$ cat src/sv/sdmah_pkg.sv
// shared widths, defaults and mode change codes of the stall detector
`timescale 1ns / 1ps
`default_nettype none

package sdmah_pkg;

  localparam int VEL_W      = 16;
  localparam int SPEED_W    = 16;
  localparam int MODE_W     = 2;
  localparam int WINDOW_DEF = 100;

  localparam logic [MODE_W-1:0] MODE_NONE   = 2'd0;
  localparam logic [MODE_W-1:0] MODE_WIGGLE = 2'd1;
  localparam logic [MODE_W-1:0] MODE_MOVE   = 2'd2;

endpackage

`default_nettype wire

$ cat src/sv/stall_detect_moving_avg_hysteresis.sv
// stall detector: speed norm, moving average over a ring memory, hysteresis flag
//
//  channel  dir  handshake           payload
//  in       in   in_valid/in_stall   in_vel_x, in_vel_y, in_vel_z
//  out      out  out_valid/out_stall out_stuck, out_mode_change, out_avg_speed
//  cfg      in   cfg_valid/cfg_ready cfg_speed_threshold
//
// one item at a time; steps: take it, square the three axes on one multiplier,
// bit-serial square root, ring update, scaling, reciprocal divide, output
// a finished item waits in the output register; the core stops at its last step
// only while that register is still full and stalled
// synchronous active-low reset; a wrap flag makes unwritten ring entries read as zero
`timescale 1ns / 1ps
`default_nettype none

module stall_detect_moving_avg_hysteresis #(
  parameter int WINDOW = sdmah_pkg::WINDOW_DEF
) (
  input  wire                              clk,
  input  wire                              rst_n,
  input  wire                              in_valid,
  output logic                             in_stall,
  input  wire signed [sdmah_pkg::VEL_W-1:0]   in_vel_x,
  input  wire signed [sdmah_pkg::VEL_W-1:0]   in_vel_y,
  input  wire signed [sdmah_pkg::VEL_W-1:0]   in_vel_z,
  output logic                             out_valid,
  input  wire                              out_stall,
  output logic                             out_stuck,
  output logic [sdmah_pkg::MODE_W-1:0]     out_mode_change,
  output logic [sdmah_pkg::SPEED_W-1:0]    out_avg_speed,
  input  wire                              cfg_valid,
  output logic                             cfg_ready,
  input  wire  [sdmah_pkg::SPEED_W-1:0]    cfg_speed_threshold
);

  localparam int VEL_W   = sdmah_pkg::VEL_W;
  localparam int SPEED_W = sdmah_pkg::SPEED_W;
  localparam int SQ_W    = 2 * VEL_W;
  localparam int REM_W   = SPEED_W + 2;
  localparam int CNT_W   = $clog2(SPEED_W);
  localparam int SLOT_W  = $clog2(WINDOW);
  localparam int SUM_W   = SPEED_W + SLOT_W;
  localparam int LIM_W   = $clog2(11 * WINDOW) + SPEED_W;
  localparam int RSH     = SUM_W + SLOT_W;
  localparam int RECIP_W = SUM_W + 1;
  localparam int PROD_W  = SUM_W + RECIP_W;

  localparam logic [CNT_W-1:0]  CNT_LAST  = CNT_W'(SPEED_W - 1);
  localparam logic [CNT_W-1:0]  SQ_LAST   = CNT_W'(2);
  localparam logic [SLOT_W-1:0] SLOT_LAST = SLOT_W'(WINDOW - 1);
  localparam logic [LIM_W-1:0]  LO_K      = LIM_W'(9 * WINDOW);
  localparam logic [LIM_W-1:0]  HI_K      = LIM_W'(11 * WINDOW);
  localparam logic [LIM_W-1:0]  TEN       = LIM_W'(10);
  // ceil(2^RSH / WINDOW), exact floor quotient for every reachable sum
  localparam logic [RECIP_W-1:0] RECIP    =
    RECIP_W'(((64'd1 << RSH) + 64'(WINDOW) - 64'd1) / 64'(WINDOW));

  typedef enum logic [6:0] {
    S_IDLE = 7'b0000001,
    S_SQ   = 7'b0000010,
    S_ROOT = 7'b0000100,
    S_UPD  = 7'b0001000,
    S_MUL  = 7'b0010000,
    S_DIV  = 7'b0100000,
    S_DONE = 7'b1000000
  } state_t;

  // control state
  state_t              state_r, state_nxt;
  logic [CNT_W-1:0]    cnt_r, cnt_nxt;
  logic [SLOT_W-1:0]   slot_r, slot_nxt;
  logic                full_r, full_nxt;
  logic [SUM_W-1:0]    sum_r, sum_nxt;
  logic                stuck_r, stuck_nxt;
  logic [SPEED_W-1:0]  thr_r, thr_nxt;
  logic                out_valid_r, out_valid_nxt;

  // datapath
  logic signed [VEL_W-1:0] vel_x_r, vel_x_nxt;
  logic signed [VEL_W-1:0] vel_y_r, vel_y_nxt;
  logic signed [VEL_W-1:0] vel_z_r, vel_z_nxt;
  logic [SQ_W-1:0]     rad_r, rad_nxt;
  logic [REM_W-1:0]    rem_r, rem_nxt;
  logic [SPEED_W-1:0]  root_r, root_nxt;
  logic [SPEED_W-1:0]  quo_r, quo_nxt;
  logic [LIM_W-1:0]    s10_r, s10_nxt;
  logic [LIM_W-1:0]    lo_r, lo_nxt;
  logic [LIM_W-1:0]    hi_r, hi_nxt;
  logic                out_stuck_r, out_stuck_nxt;
  logic [sdmah_pkg::MODE_W-1:0] out_mode_r, out_mode_nxt;
  logic [SPEED_W-1:0]  out_avg_r, out_avg_nxt;

  // ring memory
  logic [SPEED_W-1:0]  ring_mem [WINDOW];
  logic [SPEED_W-1:0]  rd_data_r;
  logic                ring_we;

  // scratch
  logic signed [VEL_W-1:0] sq_sel;
  logic [VEL_W-1:0]    sq_mag;
  logic [SQ_W-1:0]     sq_prod;
  logic [REM_W-1:0]    rem_shift;
  logic [REM_W-1:0]    trial;
  logic [PROD_W-1:0]   quo_prod;
  logic [SPEED_W-1:0]  old_speed;
  logic                in_acc;
  logic                out_load;
  logic                flag_new;

  assign in_stall        = (state_r != S_IDLE);
  assign cfg_ready       = 1'b1;
  assign out_valid       = out_valid_r;
  assign out_stuck       = out_stuck_r;
  assign out_mode_change = out_mode_r;
  assign out_avg_speed   = out_avg_r;

  always_comb begin
    // one axis squared per cycle on a shared multiplier
    case (cnt_r)
      CNT_W'(0): sq_sel = vel_x_r;
      CNT_W'(1): sq_sel = vel_y_r;
      default:   sq_sel = vel_z_r;
    endcase
    sq_mag  = sq_sel[VEL_W-1] ? VEL_W'(~sq_sel + VEL_W'(1)) : VEL_W'(sq_sel);
    sq_prod = SQ_W'(sq_mag) * SQ_W'(sq_mag);

    rem_shift = {rem_r[REM_W-3:0], rad_r[SQ_W-1:SQ_W-2]};
    trial     = {root_r, 2'b01};

    quo_prod = PROD_W'(sum_r) * PROD_W'(RECIP);

    old_speed = full_r ? rd_data_r : '0;

    in_acc   = in_valid && !in_stall;
    out_load = (state_r == S_DONE) && (!out_valid_r || !out_stall);

    // hysteresis: raise below 90 percent, clear above 110 percent
    if (!stuck_r && (s10_r < lo_r)) begin
      flag_new = 1'b1;
    end else if (stuck_r && (s10_r > hi_r)) begin
      flag_new = 1'b0;
    end else begin
      flag_new = stuck_r;
    end
  end

  always_comb begin
    state_nxt     = state_r;
    cnt_nxt       = cnt_r;
    slot_nxt      = slot_r;
    full_nxt      = full_r;
    sum_nxt       = sum_r;
    stuck_nxt     = stuck_r;
    thr_nxt       = thr_r;
    out_valid_nxt = out_valid_r;
    vel_x_nxt     = vel_x_r;
    vel_y_nxt     = vel_y_r;
    vel_z_nxt     = vel_z_r;
    rad_nxt       = rad_r;
    rem_nxt       = rem_r;
    root_nxt      = root_r;
    quo_nxt       = quo_r;
    s10_nxt       = s10_r;
    lo_nxt        = lo_r;
    hi_nxt        = hi_r;
    out_stuck_nxt = out_stuck_r;
    out_mode_nxt  = out_mode_r;
    out_avg_nxt   = out_avg_r;
    ring_we       = 1'b0;

    if (cfg_valid) begin
      thr_nxt = cfg_speed_threshold;
    end

    if (out_valid_r && !out_stall) begin
      out_valid_nxt = 1'b0;
    end

    case (state_r)
      S_IDLE: begin
        if (in_acc) begin
          vel_x_nxt = in_vel_x;
          vel_y_nxt = in_vel_y;
          vel_z_nxt = in_vel_z;
          cnt_nxt   = '0;
          state_nxt = S_SQ;
        end
      end
      S_SQ: begin
        rad_nxt = (cnt_r == CNT_W'(0)) ? sq_prod : rad_r + sq_prod;
        if (cnt_r == SQ_LAST) begin
          cnt_nxt   = '0;
          rem_nxt   = '0;
          root_nxt  = '0;
          state_nxt = S_ROOT;
        end else begin
          cnt_nxt = cnt_r + CNT_W'(1);
        end
      end
      S_ROOT: begin
        // one result bit per cycle, two radicand bits consumed
        rad_nxt = {rad_r[SQ_W-3:0], 2'b00};
        if (rem_shift >= trial) begin
          rem_nxt  = rem_shift - trial;
          root_nxt = {root_r[SPEED_W-2:0], 1'b1};
        end else begin
          rem_nxt  = rem_shift;
          root_nxt = {root_r[SPEED_W-2:0], 1'b0};
        end
        if (cnt_r == CNT_LAST) begin
          state_nxt = S_UPD;
        end
        cnt_nxt = cnt_r + CNT_W'(1);
      end
      S_UPD: begin
        // old entry was read during the root, same slot written back now
        ring_we = 1'b1;
        sum_nxt = sum_r - SUM_W'(old_speed) + SUM_W'(root_r);
        if (slot_r == SLOT_LAST) begin
          slot_nxt = '0;
          full_nxt = 1'b1;
        end else begin
          slot_nxt = slot_r + SLOT_W'(1);
        end
        state_nxt = S_MUL;
      end
      S_MUL: begin
        s10_nxt   = LIM_W'(sum_r) * TEN;
        lo_nxt    = LIM_W'(thr_r) * LO_K;
        hi_nxt    = LIM_W'(thr_r) * HI_K;
        state_nxt = S_DIV;
      end
      S_DIV: begin
        // divide by WINDOW as a multiply by its rounded-up reciprocal
        quo_nxt   = quo_prod[RSH +: SPEED_W];
        state_nxt = S_DONE;
      end
      S_DONE: begin
        if (out_load) begin
          // a flag edge is a mode switch: a rise gives WIGGLE, a fall MOVE, else NONE
          stuck_nxt     = flag_new;
          out_stuck_nxt = flag_new;
          if (!stuck_r && flag_new) begin
            out_mode_nxt = sdmah_pkg::MODE_WIGGLE;
          end else if (stuck_r && !flag_new) begin
            out_mode_nxt = sdmah_pkg::MODE_MOVE;
          end else begin
            out_mode_nxt = sdmah_pkg::MODE_NONE;
          end
          out_avg_nxt   = quo_r;
          out_valid_nxt = 1'b1;
          state_nxt     = S_IDLE;
        end
      end
      default: begin
        state_nxt = S_IDLE;
      end
    endcase
  end

  always_ff @(posedge clk) begin
    if (!rst_n) begin
      state_r     <= S_IDLE;
      cnt_r       <= '0;
      slot_r      <= '0;
      full_r      <= 1'b0;
      sum_r       <= '0;
      stuck_r     <= 1'b0;
      thr_r       <= '0;
      out_valid_r <= 1'b0;
    end else begin
      state_r     <= state_nxt;
      cnt_r       <= cnt_nxt;
      slot_r      <= slot_nxt;
      full_r      <= full_nxt;
      sum_r       <= sum_nxt;
      stuck_r     <= stuck_nxt;
      thr_r       <= thr_nxt;
      out_valid_r <= out_valid_nxt;
    end
  end

  always_ff @(posedge clk) begin
    vel_x_r     <= vel_x_nxt;
    vel_y_r     <= vel_y_nxt;
    vel_z_r     <= vel_z_nxt;
    rad_r       <= rad_nxt;
    rem_r       <= rem_nxt;
    root_r      <= root_nxt;
    quo_r       <= quo_nxt;
    s10_r       <= s10_nxt;
    lo_r        <= lo_nxt;
    hi_r        <= hi_nxt;
    out_stuck_r <= out_stuck_nxt;
    out_mode_r  <= out_mode_nxt;
    out_avg_r   <= out_avg_nxt;
  end

  always_ff @(posedge clk) begin
    if (ring_we) begin
      ring_mem[slot_r] <= root_r;
    end
    rd_data_r <= ring_mem[slot_r];
  end

endmodule

`default_nettype wire

$ cat config.mk
export PLATFORM = sky130hd
export DESIGN_NAME = stall_detect_moving_avg_hysteresis
export DESIGN_NICKNAME = d
export VERILOG_FILES = /design/src/sv/sdmah_pkg.sv /design/src/sv/stall_detect_moving_avg_hysteresis.sv
export SDC_FILE = /design/constraint.sdc
export NUM_CORES = 2
export LEC_CHECK = 0
export BUFFER_PORTS_ARGS = -buffer_cell sky130_fd_sc_hd__clkbuf_2
export CAP_MARGIN = 30
export CORE_MARGIN = 3
export CORE_UTILIZATION = 26
export CTS_CLUSTER_DIAMETER = 100
export DETAILED_ROUTE_END_ITERATION = 10
export PLACE_DENSITY = 0.51
export SETUP_SLACK_MARGIN = 0.5
export SLEW_MARGIN = 20
export SYNTH_ARGS = -nofsm -noshare
export SYNTH_HDL_FRONTEND = slang
export SYNTH_SLANG_ARGS = --single-unit
$ cat constraint.sdc
create_clock -name clk -period 12.8 [get_ports clk]
set_input_delay 0.64 -clock clk [delete_from_list [all_inputs] [get_ports clk]]
set_output_delay 0.64 -clock clk [all_outputs]
set_load 0.005 [all_outputs]
==> key figures <==
Setup path
  – Reg-to-reg critical path endpoint: rad_r[31]
  – Critical Path End Type: flip-flop
  – CP Buf/Inv Count: 6
  – Stages on worst setup path: 41
  – CP Max Fanout: 19
  – WP data required: 13370 ps
  – Critical path launch point: cnt_r[0]
  – Crit-path max cell delay: 530 ps
  – Reg2Reg Depth: 41
  – Cell family with most CP delay: adder cells
  – Startpoint types: flip-flop
  – Critical path endpoint: rad_r[31]
  – Worst R2R Start: cnt_r[0]
  – Setup CP Type: flip-flop to flip-flop
  – Worst EP arrival: 11950 ps
  – Slowest CP cell: fa_1
  – Reg2Reg Setup Slack: 1420 ps

STA
  – FMAX: 87.9 MHz
  – RSZ-0062 raised after global routing: no
  – Final Critical Period: 11380 ps
  – Fin. Hold Viols: 0
  – Actual slew at the worst max-slew pin: 1160 ps
  – Setup TNS: 0 ps
  – Setup ws final: 1420 ps
  – Slew Limit Fails: 0
  – Worst Skew: 139 ps
  – Final period util: 0.889
  – Final setup violation count: 0
  – Slew headroom: 0.219

Synth
  – Post-synth ARST share: 0
  – YS warnings: 0
  – Average size of a mapped cell: 14.0 µm²
  – Synthesis-stage register bit count: 1897
  – Ys flop type: edfxtp_1
  – Post-synth EDFFs: 1821
  – Cells after synthesis: 6716
  – Distinct cells, synth: 90
  – Synthesized area: 94100 µm²
  – Sequential area share after synthesis: 0.597

Route
  – Via count: 57300
  – Routed wire length: 271000 µm
  – DR pass1 iterations: 6
  – Post-DR vias/cell: 4.79
  – DRC Markers: 0
  – Routed WL per cell: 22.6 µm
  – Initial DRC count: 4822
  – Post-DRT Antenna Nets: 0

Final layout
  – Filler instances: 35700
  – Share of post-route cells with drive strength above 1: 0.0935
  – Multi-input logic area: 34200 µm²
  – Register Area: 56200 µm²
  – Layout net count: 8130
  – P&R area growth vs syn: 15.5%
  – Util after Layout: 0.302

Clocking
  – Clock slew at the register clock pins of the worst setup and hold paths: 60 ps
  – Worst skew pair latency: 910 ps
  – CTS tree: built
  – Post CTS Setup Buffer Count: 0
  – # clock sinks: 1897
  – H-tree Lvls: 4
  – CTS Buf Count: 207
  – Clk root buf: clkbuf_16
  – Maximum clock insertion buffer count: 4

Global route
  – Vias in the first global route: 58400
  – Global-route wire length before repair: 398000 µm
  – Initial antenna violation count: 12
  – Largest net degree at the start of global routing: 97
  – Tot GR Track Use: 0.142
  – Total global routing overflow: 0

Placement
  – Final GP Congestion: 0.866
  – Dpl hpwl: 175000 µm
  – Buffers on Ports: 89
  – Pre-CTS setup slack: 1010 ps

Floorplan
  – Row count: 220
  – Core area: 360000 µm²
  – Die area: 369000 µm²
  – Num ports: 91
  – Initial Util: 0.262
  – Die X: 608 µm
  – Die span in y: 608 µm

Run status
  – Outcome: finished clean

Run
  – Max Cap Viol: 0

Min path
  – Min-delay worst type: primary input to flip-flop
routing by layer:
metal  track usage  vias to the layer above  wire length, µm
met5             0                        -               13
met4        0.0380                        2             7770
met3        0.0221                      379            16500
met2         0.227                     1755           124000
met1         0.201                    29400           122000
li1              -                    25800                -
state kept, by name, indices dropped and copies added (netlist names), 2 cells and up:
signal           flops
quo_r               16
root_r              16
rad_r               32
s10_r               26
vel_y_r             16
out_mode_change      2
out_avg_speed       16
state_r              7
sum_r               23
rem_r               16
thr_r               16
lo_r                23
vel_x_r             16
slot_r               7
hi_r                25
ring_mem          1600
vel_z_r             16
cnt_r                4
rd_data_r           16
timing repair:
action / 4_1_cts / 5_1_grt
endpoints found under the setup margin: 0 / 5
resized for setup: 0 / 3
hold endpoints to repair: 49 / 0
hold buffers: 49 / 0
area by class of cell:
type                       instances  share of cell area
clock buffer                     251              0.0500
clock inverter                   122              0.0112
inverter                         761              0.0263
sequential                      1897               0.517
timing repair buffer             353              0.0260
multi-input combinational       3796               0.314
antenna                            6            0.000138
tap                             4773              0.0549
Yosys cell counts, types with 108 or more instances:
master | instances | area [µm²]
nor2_1 | 393 | 1480
nand4_1 | 108 | 676
ha_1 | 623 | 7790
a31oi_1 | 114 | 713
clkbuf_1 | 213 | 800
xnor2_1 | 128 | 1120
a21oi_1 | 222 | 1110
a22o_1 | 149 | 1310
inv_1 | 754 | 2830
nand2_1 | 225 | 845
fa_1 | 422 | 8450
a22oi_1 | 494 | 3710
o21ai_0 | 139 | 696
edfxtp_1 | 1821 | 54700
a221oi_1 | 149 | 1310
worst min path at each step:
stage                              endpoint  slack (ps)              startpoint  cells past startpoint
final                              thr_r[3]          70  cfg_speed_threshold[3]                      3
after global routing             vel_z_r[2]          40             in_vel_z[2]                      1
after CTS                          thr_r[3]           6  cfg_speed_threshold[3]                      3
after detailed placement   out_avg_speed[9]         410                quo_r[9]                      0
after global placement    out_avg_speed[13]         420               quo_r[13]                      0
after floorplan            out_avg_speed[0]         400                quo_r[0]                      0
worst min-delay path, cell delays in order:
cell and delay [ps]:
clkbuf_2 80, mux2i_1 60, nor2_1 80
stage by stage:
| step | hold slack (ps) | instances | cell area [µm²] |
|---|---|---|---|
| 2_1_floorplan | 400 | 6726 | 94200 |
| 3_3_place_gp | 417 | 11500 | 101000 |
| 3_5_place_dp | 411 | 11500 | 101000 |
| 4_1_cts | 5.88 | 11900 | 109000 |
| 5_1_grt | 35.1 | 12000 | 109000 |
| 6_report | 72.9 | 12000 | 109000 |
layout by cell type, fill, tap and decap left out, drive strengths merged, types with 16 or more instances in the layout:
cell type,n
o21ai,151
a221oi,149
a22oi,494
clkinv,88
xnor2,130
nand3,52
bufinv,22
o21a,28
ha,623
mux2i,30
and3,17
dfxtp,76
o211ai,30
a21o,65
mux4,16
nor2,396
clkbuf,341
or3,16
nand4,108
and2,26
nor2b,26
a31oi,114
edfxtp,1821
nor3,47
dlygate4sd3,49
a22o,149
o21bai,29
a21oi,223
fa,422
xor2,55
nor4,17
buf,213
nand2b,16
nand2,225
inv,766
cells by family (layout without fill, tap and decap cells):
kind of cell,Yosys count,after routing,synth area share
simple gates,984,984,0.0490
flops,1897,1897,0.597
fa+ha+maj,1045,1045,0.173
xor+xnor,185,185,0.0175
compound gates,1523,1523,0.115
mux,47,47,0.00714
buf+inv,1033,1487,0.0415
other cells,2,18,0.0000798
Power is left out: the tool's default activity adds up to more than one toggle a clock period on the data nets, which glitch-free logic cannot reach.
